<file path="config.mk">
export PLATFORM = sky130hd
export DESIGN_NAME = epoch_seconds_to_calendar_unit
export DESIGN_NICKNAME = d
export VERILOG_FILES = /design/src/hw/rtl/ecal_pkg.sv /design/src/hw/rtl/ecal_sdiv.sv /design/src/hw/rtl/ecal_cal.sv /design/src/hw/rtl/epoch_seconds_to_calendar_unit.sv
export SDC_FILE = /design/constraint.sdc
export NUM_CORES = 1
export LEC_CHECK = 0
export BUFFER_PORTS_ARGS = -buffer_cell sky130_fd_sc_hd__buf_4
export CORE_MARGIN = 8
export CORE_UTILIZATION = 50
export CTS_CLUSTER_DIAMETER = 40
export DETAILED_ROUTE_END_ITERATION = 10
export PLACE_DENSITY = 0.69
export SYNTH_ARGS = -nofsm -noshare
export SYNTH_HDL_FRONTEND = slang
export SYNTH_SLANG_ARGS = --single-unit
</file>
<file path="constraint.sdc">
create_clock -name clk_i -period 4.4 [get_ports clk_i]
set_input_delay 0.22 -clock clk_i [delete_from_list [all_inputs] [get_ports clk_i]]
set_output_delay 0.22 -clock clk_i [all_outputs]
set_load 0.1 [all_outputs]
</file>
<file path="src/hw/rtl/ecal_pkg.sv">
// Shared constants, types and helpers of the epoch-seconds to calendar converter.
package ecal_pkg;

  localparam int unsigned SecsPerMin    = 60;
  localparam int unsigned MinsPerHour   = 60;
  localparam int unsigned HoursPerDay   = 24;
  localparam int unsigned DaysPerBlock  = 1461;
  localparam int unsigned HoursPerBlock = DaysPerBlock * HoursPerDay;
  localparam int unsigned HoursPerYear  = 365 * HoursPerDay;
  localparam int unsigned BaseYear      = 1970;
  localparam int unsigned YearFold      = 2000;
  localparam int unsigned LeapDay       = 60;
  localparam int unsigned LastMonth     = 11;

  localparam int unsigned DivW  = 32;  // widest dividend
  localparam int unsigned RemW  = 16;  // holds every divisor and remainder
  localparam int unsigned CntW  = 6;   // counts up to DivW quotient bits
  localparam int unsigned IdxW  = 5;   // bit index into the dividend
  localparam int unsigned BlkW  = 6;   // four-year blocks, at most 34
  localparam int unsigned YearW = 12;  // calendar year, up to 2106
  localparam int unsigned DayW  = 9;   // day of year, 1..366

  // quotient widths of the successive divisions
  localparam logic [CntW-1:0] NbitsSec  = 6'd32;
  localparam logic [CntW-1:0] NbitsMin  = 6'd27;
  localparam logic [CntW-1:0] NbitsBlk  = 6'd21;
  localparam logic [CntW-1:0] NbitsHour = 6'd16;

  typedef enum logic [3:0] {
    S_IDLE,
    S_SEC,
    S_MIN,
    S_BLK,
    S_YEAR,
    S_HOUR,
    S_MPREP,
    S_MONTH,
    S_FIN
  } state_e;

  typedef struct packed {
    logic            start;
    logic [CntW-1:0] nbits;
    logic [RemW-1:0] divisor;
    logic [DivW-1:0] dividend;
  } div_cmd_t;

  typedef struct packed {
    logic            load_year;
    logic [BlkW-1:0] blocks;
    logic [RemW-1:0] hours;
    logic            step_year;
    logic            load_day;
    logic [DayW-1:0] day;
    logic            prep;
    logic            step_month;
  } cal_cmd_t;

  typedef struct packed {
    logic year_done;
    logic month_done;
  } cal_sts_t;

  function automatic logic [4:0] month_len(input logic [3:0] m);
    logic [4:0] len;
    case (m)
      4'd1:    len = 5'd28;
      4'd3:    len = 5'd30;
      4'd5:    len = 5'd30;
      4'd8:    len = 5'd30;
      4'd10:   len = 5'd30;
      default: len = 5'd31;
    endcase
    return len;
  endfunction

endpackage

</file>
<file path="src/hw/rtl/ecal_sdiv.sv">
// Bit-serial restoring divider: one quotient bit per cycle, narrow remainder.
module ecal_sdiv import ecal_pkg::*; (
  input  logic            clk_i,
  input  logic            rst_ni,
  input  div_cmd_t        cmd_i,
  output logic            done_o,
  output logic [DivW-1:0] quot_o,
  output logic [RemW-1:0] rem_o
);

  logic [DivW-1:0] val_q, val_d;
  logic [RemW-1:0] rem_q, rem_d;
  logic [RemW-1:0] dvs_q, dvs_d;
  logic [CntW-1:0] cnt_q, cnt_d;
  logic            run_q, run_d;
  logic            done_q, done_d;
  logic [IdxW-1:0] idx;
  logic [RemW:0]   trial;
  logic [RemW:0]   diff;
  logic            ge;

  assign idx   = IdxW'(cnt_q - CntW'(1));
  assign trial = {rem_q, val_q[idx]};
  assign ge    = trial >= {1'b0, dvs_q};
  assign diff  = trial - {1'b0, dvs_q};

  always_comb begin
    val_d  = val_q;
    rem_d  = rem_q;
    dvs_d  = dvs_q;
    cnt_d  = cnt_q;
    run_d  = run_q;
    done_d = 1'b0;
    if (cmd_i.start) begin
      val_d = cmd_i.dividend;
      rem_d = '0;
      dvs_d = cmd_i.divisor;
      cnt_d = cmd_i.nbits;
      run_d = 1'b1;
    end else if (run_q) begin
      // quotient bit replaces the dividend bit just consumed
      val_d[idx] = ge;
      rem_d      = ge ? diff[RemW-1:0] : trial[RemW-1:0];
      cnt_d      = cnt_q - CntW'(1);
      if (cnt_q == CntW'(1)) begin
        run_d  = 1'b0;
        done_d = 1'b1;
      end
    end
  end

  always_ff @(posedge clk_i or negedge rst_ni) begin
    if (!rst_ni) begin
      cnt_q  <= '0;
      run_q  <= 1'b0;
      done_q <= 1'b0;
    end else begin
      cnt_q  <= cnt_d;
      run_q  <= run_d;
      done_q <= done_d;
    end
  end

  always_ff @(posedge clk_i) begin
    val_q <= val_d;
    rem_q <= rem_d;
    dvs_q <= dvs_d;
  end

  assign done_o = done_q;
  assign quot_o = val_q;
  assign rem_o  = rem_q;

endmodule

</file>
<file path="src/hw/rtl/ecal_cal.sv">
// Year and month stepper: one year or one month per cycle.
module ecal_cal import ecal_pkg::*; (
  input  logic            clk_i,
  input  logic            rst_ni,
  input  cal_cmd_t        cmd_i,
  output cal_sts_t        sts_o,
  output logic [RemW-1:0] hours_o,
  output logic [4:0]      day_o,
  output logic [3:0]      month_o,
  output logic [10:0]     year_code_o
);

  logic [YearW-1:0] year_q, year_d;
  logic [RemW-1:0]  hrs_q, hrs_d;
  logic [DayW-1:0]  day_q, day_d;
  logic [3:0]       month_q, month_d;
  logic             fix_q, fix_d;
  logic             leap;
  logic [RemW-1:0]  ylen;
  logic [4:0]       mlen;
  logic             year_done;
  logic             month_done;

  assign leap       = year_q[1:0] == 2'b00;
  assign ylen       = leap ? RemW'(HoursPerYear + HoursPerDay) : RemW'(HoursPerYear);
  assign mlen       = month_len(month_q);
  assign year_done  = hrs_q < ylen;
  assign month_done = fix_q || (month_q == 4'(LastMonth)) || (day_q <= {4'd0, mlen});

  always_comb begin
    year_d  = year_q;
    hrs_d   = hrs_q;
    day_d   = day_q;
    month_d = month_q;
    fix_d   = fix_q;
    if (cmd_i.load_year) begin
      year_d = YearW'(BaseYear) + {4'd0, cmd_i.blocks, 2'b00};
      hrs_d  = cmd_i.hours;
    end else if (cmd_i.step_year && !year_done) begin
      hrs_d  = hrs_q - ylen;
      year_d = year_q + YearW'(1);
    end
    if (cmd_i.load_day) begin
      day_d   = cmd_i.day;
      month_d = '0;
      fix_d   = 1'b0;
    end else if (cmd_i.prep) begin
      // February 29 settles at once; later leap-year days drop it
      if (leap && day_q == DayW'(LeapDay)) begin
        month_d = 4'd1;
        day_d   = DayW'(29);
        fix_d   = 1'b1;
      end else if (leap && day_q > DayW'(LeapDay)) begin
        day_d = day_q - DayW'(1);
      end
    end else if (cmd_i.step_month && !month_done) begin
      day_d   = day_q - {4'd0, mlen};
      month_d = month_q + 4'd1;
    end
  end

  always_ff @(posedge clk_i or negedge rst_ni) begin
    if (!rst_ni) begin
      fix_q <= 1'b0;
    end else begin
      fix_q <= fix_d;
    end
  end

  always_ff @(posedge clk_i) begin
    year_q  <= year_d;
    hrs_q   <= hrs_d;
    day_q   <= day_d;
    month_q <= month_d;
  end

  assign sts_o.year_done  = year_done;
  assign sts_o.month_done = month_done;
  assign hours_o          = hrs_q;
  assign day_o            = day_q[4:0];
  assign month_o          = month_q;
  assign year_code_o      = (year_q >= YearW'(YearFold)) ? 11'(year_q - YearW'(YearFold))
                                                         : year_q[10:0];

endmodule

</file>
<file path="src/hw/rtl/epoch_seconds_to_calendar_unit.sv">
// Top level: sequences the serial divider and the calendar stepper.
// Each request runs the seconds, minutes and four-year-block divisions on the serial divider,
// then up to 3 year steps, the hour division, the leap-day fix and up to 11 month steps.
// One request is in flight at a time; the next request is taken while a
// finished result waits in the output register.
// Reset: asynchronous, active low; clears the sequencer and the output valid.
module epoch_seconds_to_calendar_unit import ecal_pkg::*; (
  input  logic        clk_i,
  input  logic        rst_ni,
  input  logic        in_valid_i,
  output logic        in_stall_o,
  input  logic [31:0] epoch_seconds_i,
  output logic        out_valid_o,
  input  logic        out_stall_i,
  output logic [5:0]  seconds_part_o,
  output logic [5:0]  minutes_part_o,
  output logic [4:0]  hours_part_o,
  output logic [4:0]  day_of_month_o,
  output logic [3:0]  month_index_o,
  output logic [10:0] year_code_o
);

  state_e          state_q, state_d;
  div_cmd_t        div_cmd;
  cal_cmd_t        cal_cmd;
  cal_sts_t        cal_sts;
  logic            div_done;
  logic [DivW-1:0] div_quot;
  logic [RemW-1:0] div_rem;
  logic [RemW-1:0] cal_hours;
  logic [4:0]      cal_day;
  logic [3:0]      cal_month;
  logic [10:0]     cal_year;
  logic            in_acc;
  logic            cap_sec, cap_min, cap_hour, out_load;
  logic [5:0]      sec_q, min_q;
  logic [4:0]      hour_q;
  logic            out_valid_q, out_valid_d;
  logic [5:0]      o_sec_q, o_min_q;
  logic [4:0]      o_hour_q, o_day_q;
  logic [3:0]      o_month_q;
  logic [10:0]     o_year_q;

  assign in_stall_o = state_q != S_IDLE;
  assign in_acc     = in_valid_i && !in_stall_o;

  ecal_sdiv u_div (
    .clk_i  (clk_i),
    .rst_ni (rst_ni),
    .cmd_i  (div_cmd),
    .done_o (div_done),
    .quot_o (div_quot),
    .rem_o  (div_rem)
  );

  ecal_cal u_cal (
    .clk_i       (clk_i),
    .rst_ni      (rst_ni),
    .cmd_i       (cal_cmd),
    .sts_o       (cal_sts),
    .hours_o     (cal_hours),
    .day_o       (cal_day),
    .month_o     (cal_month),
    .year_code_o (cal_year)
  );

  always_comb begin
    state_d = state_q;
    case (state_q)
      S_IDLE:  if (in_acc) state_d = S_SEC;
      S_SEC:   if (div_done) state_d = S_MIN;
      S_MIN:   if (div_done) state_d = S_BLK;
      S_BLK:   if (div_done) state_d = S_YEAR;
      S_YEAR:  if (cal_sts.year_done) state_d = S_HOUR;
      S_HOUR:  if (div_done) state_d = S_MPREP;
      S_MPREP: state_d = S_MONTH;
      S_MONTH: if (cal_sts.month_done) state_d = S_FIN;
      S_FIN:   if (!out_valid_q || !out_stall_i) state_d = S_IDLE;
      default: state_d = S_IDLE;
    endcase
  end

  always_comb begin
    div_cmd  = '0;
    cal_cmd  = '0;
    cap_sec  = 1'b0;
    cap_min  = 1'b0;
    cap_hour = 1'b0;
    out_load = 1'b0;
    case (state_q)
      S_IDLE: begin
        div_cmd.start    = in_acc;
        div_cmd.nbits    = NbitsSec;
        div_cmd.divisor  = RemW'(SecsPerMin);
        div_cmd.dividend = epoch_seconds_i;
      end
      S_SEC: begin
        cap_sec          = div_done;
        div_cmd.start    = div_done;
        div_cmd.nbits    = NbitsMin;
        div_cmd.divisor  = RemW'(MinsPerHour);
        div_cmd.dividend = div_quot;
      end
      S_MIN: begin
        cap_min          = div_done;
        div_cmd.start    = div_done;
        div_cmd.nbits    = NbitsBlk;
        div_cmd.divisor  = RemW'(HoursPerBlock);
        div_cmd.dividend = div_quot;
      end
      S_BLK: begin
        cal_cmd.load_year = div_done;
        cal_cmd.blocks    = div_quot[BlkW-1:0];
        cal_cmd.hours     = div_rem;
      end
      S_YEAR: begin
        // advance one year per cycle, then split hours into day and hour
        cal_cmd.step_year = 1'b1;
        div_cmd.start     = cal_sts.year_done;
        div_cmd.nbits     = NbitsHour;
        div_cmd.divisor   = RemW'(HoursPerDay);
        div_cmd.dividend  = {{(DivW-RemW){1'b0}}, cal_hours};
      end
      S_HOUR: begin
        cap_hour         = div_done;
        cal_cmd.load_day = div_done;
        cal_cmd.day      = div_quot[DayW-1:0] + DayW'(1);
      end
      S_MPREP: cal_cmd.prep = 1'b1;
      S_MONTH: cal_cmd.step_month = 1'b1;
      S_FIN:   out_load = !out_valid_q || !out_stall_i;
      default: out_load = 1'b0;
    endcase
  end

  assign out_valid_d = out_load || (out_valid_q && out_stall_i);

  always_ff @(posedge clk_i or negedge rst_ni) begin
    if (!rst_ni) begin
      state_q     <= S_IDLE;
      out_valid_q <= 1'b0;
    end else begin
      state_q     <= state_d;
      out_valid_q <= out_valid_d;
    end
  end

  always_ff @(posedge clk_i) begin
    if (cap_sec) sec_q <= div_rem[5:0];
    if (cap_min) min_q <= div_rem[5:0];
    if (cap_hour) hour_q <= div_rem[4:0];
    if (out_load) begin
      o_sec_q   <= sec_q;
      o_min_q   <= min_q;
      o_hour_q  <= hour_q;
      o_day_q   <= cal_day;
      o_month_q <= cal_month;
      o_year_q  <= cal_year;
    end
  end

  assign out_valid_o    = out_valid_q;
  assign seconds_part_o = o_sec_q;
  assign minutes_part_o = o_min_q;
  assign hours_part_o   = o_hour_q;
  assign day_of_month_o = o_day_q;
  assign month_index_o  = o_month_q;
  assign year_code_o    = o_year_q;

endmodule

</file>
==> metrics.cfg, run 1 <==
[floorplanning]
die_area_mm2=0.0224
row_count=49
initial_core_util=0.503
boundaryPins=75
die_h_um=150
fp.dieW_um=150
core-area_mm2=0.0177

[clocking]
clockBufferDepth=2
cts_tree=yes
clock_latency_ps=440
numCtsBuffers=17
post_cts_buffers=0
path_clk_slew_ps=70
cts_root_buf=clkbuf_16
htreeDepth=4
ctsResizeCount=0
clock_sinks=161

[timing]
max_slew_margin=0.191
setup_viol=0
min_period_ps=4030
tns_ps=0
maxSlewViolCount=0
worst_slew_pin_slew_ps=1210
rsz0062_at_grt=false
fin_crit_sh=0.915
skew_ps=10.3
fmax_mhz=248
finalHoldViolations=0

[logic_synthesis]
yosys_warnings=0
avgSynthCellArea_um2=10.2
synth_ff_type=edfxtp_1
synth_seq_cells=161
post_synth_num_cell_types=66
async_flop_share=0.0870
ys_seq_area_frac=0.512
syn_nets=941
syn_inst=872
netlist_area_mm2=0.00891
synth_edf_count=127

[cells_and_area]
layout_common_cells=edfxtp_1, nor2_1, buf_4
post-route-util=0.575
syn2layout_area_growth_pct=14.3
mostFrequentLayoutCell=edfxtp_1
diodes=0
drive_gt1_frac=0.150
nets=996

[placed_design]
io_buffers=74
hpwlAfterDp_um=15400
place_congestion=0.924

[routing]
wl_per_cell_um=18.8
drt_first_iter_violations=645
num_vias=6846
dr.pass1.iters=6
antenna_left=0
wl_um=22000
avgViaCountPerCell=5.86
drc_errors=0

[critical_path]
cp_max_fo=18
critPathCaptureType=register
required_ps=4680
cp.arrival_ps=4300
worstSetupPathType=reg2reg
start_kind=register

[grt]
grt-ovfl-total=0
antenna_found_initial=0
grt_usage=0.198
grt_pass1_vias=6492
grt_start_max_net_pins=42
grt_pass1_wl_um=34700

[power_and_ir_drop]
power.density_mw_per_mm2=637
peakVddDrop_mv=0.385
p_leak_nw=3.92

[hold_path]
hp-class=in2reg

[job]
maxCapViolCount=0

[run_status]
status=finished, final reports clean

[power breakdown]
| group | switching, mW | leakage [nW] | internal [mW] |
|---|---|---|---|
| clock | 0.673 | 0.264 | 0.741 |
| sequential | 0.384 | 1.48 | 2.01 |
| combinational | 1.61 | 2.18 | 1.07 |
[metal layers]
| layer | global-route usage | part of all wire |
|---|---|---|
| met3 | 0.0375 | 0.070 |
| met2 | 0.309 | 0.46 |
| met4 | 0.0777 | 0.025 |
| met1 | 0.268 | 0.44 |
| met5 | 0 | 0 |
[state kept, by name, summed over array words and instances (netlist names), 6 cells and up]
| register | flops |
|---|---|
| year_code_o | 11 |
| u_div.rem_o | 16 |
| u_div.quot_o | 32 |
| min_q | 6 |
| u_cal.hours_o | 16 |
| sec_q | 6 |
| u_cal.year_q | 12 |
| u_div.cnt_q | 6 |
| seconds_part_o | 6 |
| u_cal.day_q | 9 |
| minutes_part_o | 6 |
[per-stage QoR]
stage               worst slack [ps]  area (um2)  cells  power, mW  hold WS, ps
finish                           373       10200   1169       6.49         52.6
global route                    68.6       10200   1169       6.86         54.9
CTS                              406       10200   1169       6.47         44.8
detailed placement               415        9630   1136       5.05         99.5
global placement                 540        9630   1136       5.01         95.8
floorplan                       1250        8910    872       4.43        -75.6
[synth_stat cells, types with 23 or more instances]
| master | n | share of area |
|---|---|---|
| ha_1 | 31 | 0.044 |
| inv_1 | 26 | 0.011 |
| xnor2_1 | 30 | 0.029 |
| xor2_1 | 26 | 0.026 |
| nor2_1 | 98 | 0.041 |
| edfxtp_1 | 127 | 0.43 |
| nand2_1 | 83 | 0.035 |
| clkbuf_1 | 35 | 0.015 |
| a21oi_1 | 66 | 0.037 |
| o21ai_0 | 49 | 0.028 |
| nand3_1 | 23 | 0.013 |
[worst paths after layout]
| path | slack (ps) | cells past startpoint | endpoint | startpoint |
|---|---|---|---|---|
| worst min-delay path | 50 | 3 | out_valid_o | out_stall_i |
| max in group asynchronous | 4010 | 2 | state_q[2] | rst_ni |
| worst max register to register | 370 | 10 | u_div.quot_o[8] | u_div.cnt_q[1] |
| min in group asynchronous | 180 | 2 | u_div.cnt_q[4] | rst_ni |
| worst max-delay path | 370 | 10 | u_div.quot_o[8] | u_div.cnt_q[1] |
| worst min register to register | 420 | 0 | seconds_part_o[3] | sec_q[3] |
[area by class of cell]
type                       count  area, um2
fill                        1551       7530
sequential                   161       4560
multi-input combinational    635       4040
timing repair buffer          86        648
clock buffer                  18        429
tap                          229        287
clock inverter                14        123
inverter                      26       97.6
[critical path, stage by stage (launching register included)]
cell,delay [ps]
dfrtp_1,500
inv_1,100
ha_1,480
xnor2_2,600
mux2_2,400
o31ai_1,90
nand4_2,200
o211ai_4,560
and2_1,490
nand2_2,210
o22ai_1,230
[cells by family after synthesis]
| logic type | share of synthesized area |
|---|---|
| compound gates | 0.151 |
| xor+xnor | 0.0569 |
| fa+ha+maj | 0.0491 |
| buf+inv | 0.0364 |
| flops | 0.512 |
| mux | 0.0390 |
| simple gates | 0.156 |
[timing repair]
action | in CTS | in global routing
endpoints found under the hold margin | 14 | 0
hold buffers | 1 | 0
setup endpoints to repair | 0 | 0
Power figures use the tool's default switching activity.
==> run 2, diff against run 1 <==
Settings changed: PLACE_DENSITY 0.69 to 0.65, SKIP_LAST_GASP set to 1.
==> metrics.cfg, run 2 (same netlist as run 1, synthesis figures left out) <==
[run_status]
status=finished, final reports clean  ; unchanged

[floorplanning]
initial_core_util=0.503  ; unchanged
row_count=49  ; unchanged
fp.dieW_um=150  ; unchanged
boundaryPins=75  ; unchanged
die_area_mm2=0.0224  ; unchanged
core-area_mm2=0.0177  ; unchanged
die_h_um=150  ; unchanged

[timing]
worst_slew_pin_slew_ps=1130  ; was 1210 ps
fin_crit_sh=0.918  ; was 0.915
setup_viol=0  ; unchanged
maxSlewViolCount=0  ; unchanged
finalHoldViolations=0  ; unchanged
fmax_mhz=247  ; was 248 MHz
tns_ps=0  ; unchanged
rsz0062_at_grt=false  ; unchanged
hold_ws_ps=59.7  ; was 52.6 ps
max_slew_margin=0.247  ; was 0.191
min_period_ps=4040  ; was 4030 ps
skew_ps=13.6  ; was 10.3 ps

[placed_design]
hpwlAfterDp_um=15800  ; was 15400 um
io_buffers=74  ; unchanged
place_congestion=0.918  ; was 0.924

[critical_path]
worst-path-buf-inv=1  ; unchanged
required_ps=4670  ; was 4680 ps
max_stage_delay_ps=590  ; was 600 ps
cp.arrival_ps=4310  ; was 4300 ps
crit_chain=inv_1 > ha_1 > xnor2_2 > mux2_2 > o31ai_1 > nand4_2 > o211ai_4 > and2_1 > nand2_2 > o22ai_1  ; unchanged
critPathSlowestCell=xnor2_2  ; unchanged
cp_max_fo=18  ; unchanged
crit_family=simple AND/OR/NAND/NOR gates  ; unchanged
start_kind=register  ; unchanged
critPathCaptureType=register  ; unchanged
worstSetupPathType=reg2reg  ; unchanged

[grt]
grt_pass1_vias=6640  ; was 6492
grt_pass1_wl_um=35400  ; was 34700 um
grt_usage=0.201  ; was 0.198
grt_start_max_net_pins=38  ; was 42
grt-ovfl-total=0  ; unchanged
antenna_found_initial=0  ; unchanged

[cells_and_area]
post-route-util=0.576  ; was 0.575
diodes=0  ; unchanged
syn2layout_area_growth_pct=14.6  ; was 14.3%
drive_gt1_frac=0.149  ; was 0.150
fillers=1557  ; was 1551
mostFrequentLayoutCell=edfxtp_1  ; unchanged
layout_common_cells=edfxtp_1, nor2_1, nand2_1, buf_4, a21oi_1  ; was edfxtp_1, nor2_1, buf_4
nets=995  ; was 996
largest_reg_flops=32  ; unchanged

[routing]
antenna_left=0  ; unchanged
dr.pass1.iters=5  ; was 6
drt_first_iter_violations=591  ; was 645
num_vias=6898  ; was 6846
avgViaCountPerCell=5.91  ; was 5.86
wl_per_cell_um=19.0  ; was 18.8 um
wl_um=22200  ; was 22000 um
drc_errors=0  ; unchanged

[clocking]
clock_sinks=161  ; unchanged
cts_root_buf=clkbuf_16  ; unchanged
numCtsBuffers=17  ; unchanged
clockBufferDepth=2  ; unchanged
htreeDepth=4  ; unchanged
cts_tree=yes  ; unchanged
ctsResizeCount=0  ; unchanged
path_clk_slew_ps=70  ; about the same
clock_latency_ps=440  ; about the same

[hold_path]
hp-class=in2reg  ; unchanged

[power_and_ir_drop]
p_leak_nw=3.94  ; was 3.92 nW
p_comb_frac=0.414  ; was 0.413
seq_power_share=0.367  ; was 0.369
clkPwrFrac=0.220  ; was 0.218
peakVddDrop_mv=0.378  ; was 0.385 mV
p_sw_mw=2.70  ; was 2.67 mW
swShare=0.413  ; was 0.411
p_total_mw=6.54  ; was 6.49 mW
power.density_mw_per_mm2=640  ; was 637 mW/mm2
cell_internal_pwr_mw=3.84  ; was 3.82 mW

[job]
maxCapViolCount=0  ; unchanged

## run 2: area by class of cell
cell class	instances	area [um2]	share of cell area
well taps	229	287	0.0281
clock buffers	18	429	0.0420
inverters	26	97.6	0.00956
repair buffers	85	653	0.0639
multi-input cells	635	4040	0.396
flip-flops and latches	161	4560	0.447
clock inverters	14	143	0.0140
## run 2: path summary, 6_finish.rpt
check / startpoint / endpoint / slack, ps / cells after the start
hold reg to reg: min_q[2] / minutes_part_o[2] / 420 / 0
setup reg to reg: u_div.cnt_q[1] / u_div.quot_o[5] / 360 / 10
hold / removal: epoch_seconds_i[20] / u_div.quot_o[20] / 60 / 3
max in group asynchronous: rst_ni / state_q[0] / 4020 / 2
min in group asynchronous: rst_ni / state_q[1] / 180 / 2
setup / recovery: u_div.cnt_q[1] / u_div.quot_o[5] / 360 / 10
## run 2: worst min-delay path: cells and delay by family
family	cells	cell delay (ps)
buffers and inverters	1	70
AND/OR/NAND/NOR	1	40
AO/OA/AOI/OAI	1	60
## run 2: routing by layer
| layer | vias up | wire, um | GRT usage |
|---|---|---|---|
| li1 | 3291 | - | - |
| met1 | 3317 | 9900 | 0.266 |
| met2 | 251 | 10500 | 0.323 |
| met3 | 39 | 1350 | 0.0390 |
| met4 | 0 | 511 | 0.0737 |
| met5 | - | 0 | 0 |
## run 2: repair_timing
action | 4_1_cts | 5_1_grt
hold buffers | 1 | 0
hold endpoints to repair | 14 | 0
setup buffers | 0 | 0
## run 2: power groups by stage
stage | Clock, mW | Combinational, mW | Sequential [mW]
after global routing | 1.52 | 2.97 | 2.44
after CTS | 1.46 | 2.69 | 2.39
after detailed placement | 0 | 2.67 | 2.42
final | 1.44 | 2.71 | 2.40
after global placement | 0 | 2.64 | 2.42
after floorplan | 0 | 2.23 | 2.20
## run 2: stage by stage
step / setup WS [ps] / std cells / area (um2)
6_report: 359 / 1168 / 10200
2_1_floorplan: 1250 / 872 / 8910
4_1_cts: 416 / 1168 / 10200
3_3_place_gp: 570 / 1135 / 9630
5_1_grt: 120 / 1168 / 10200
3_5_place_dp: 464 / 1135 / 9630
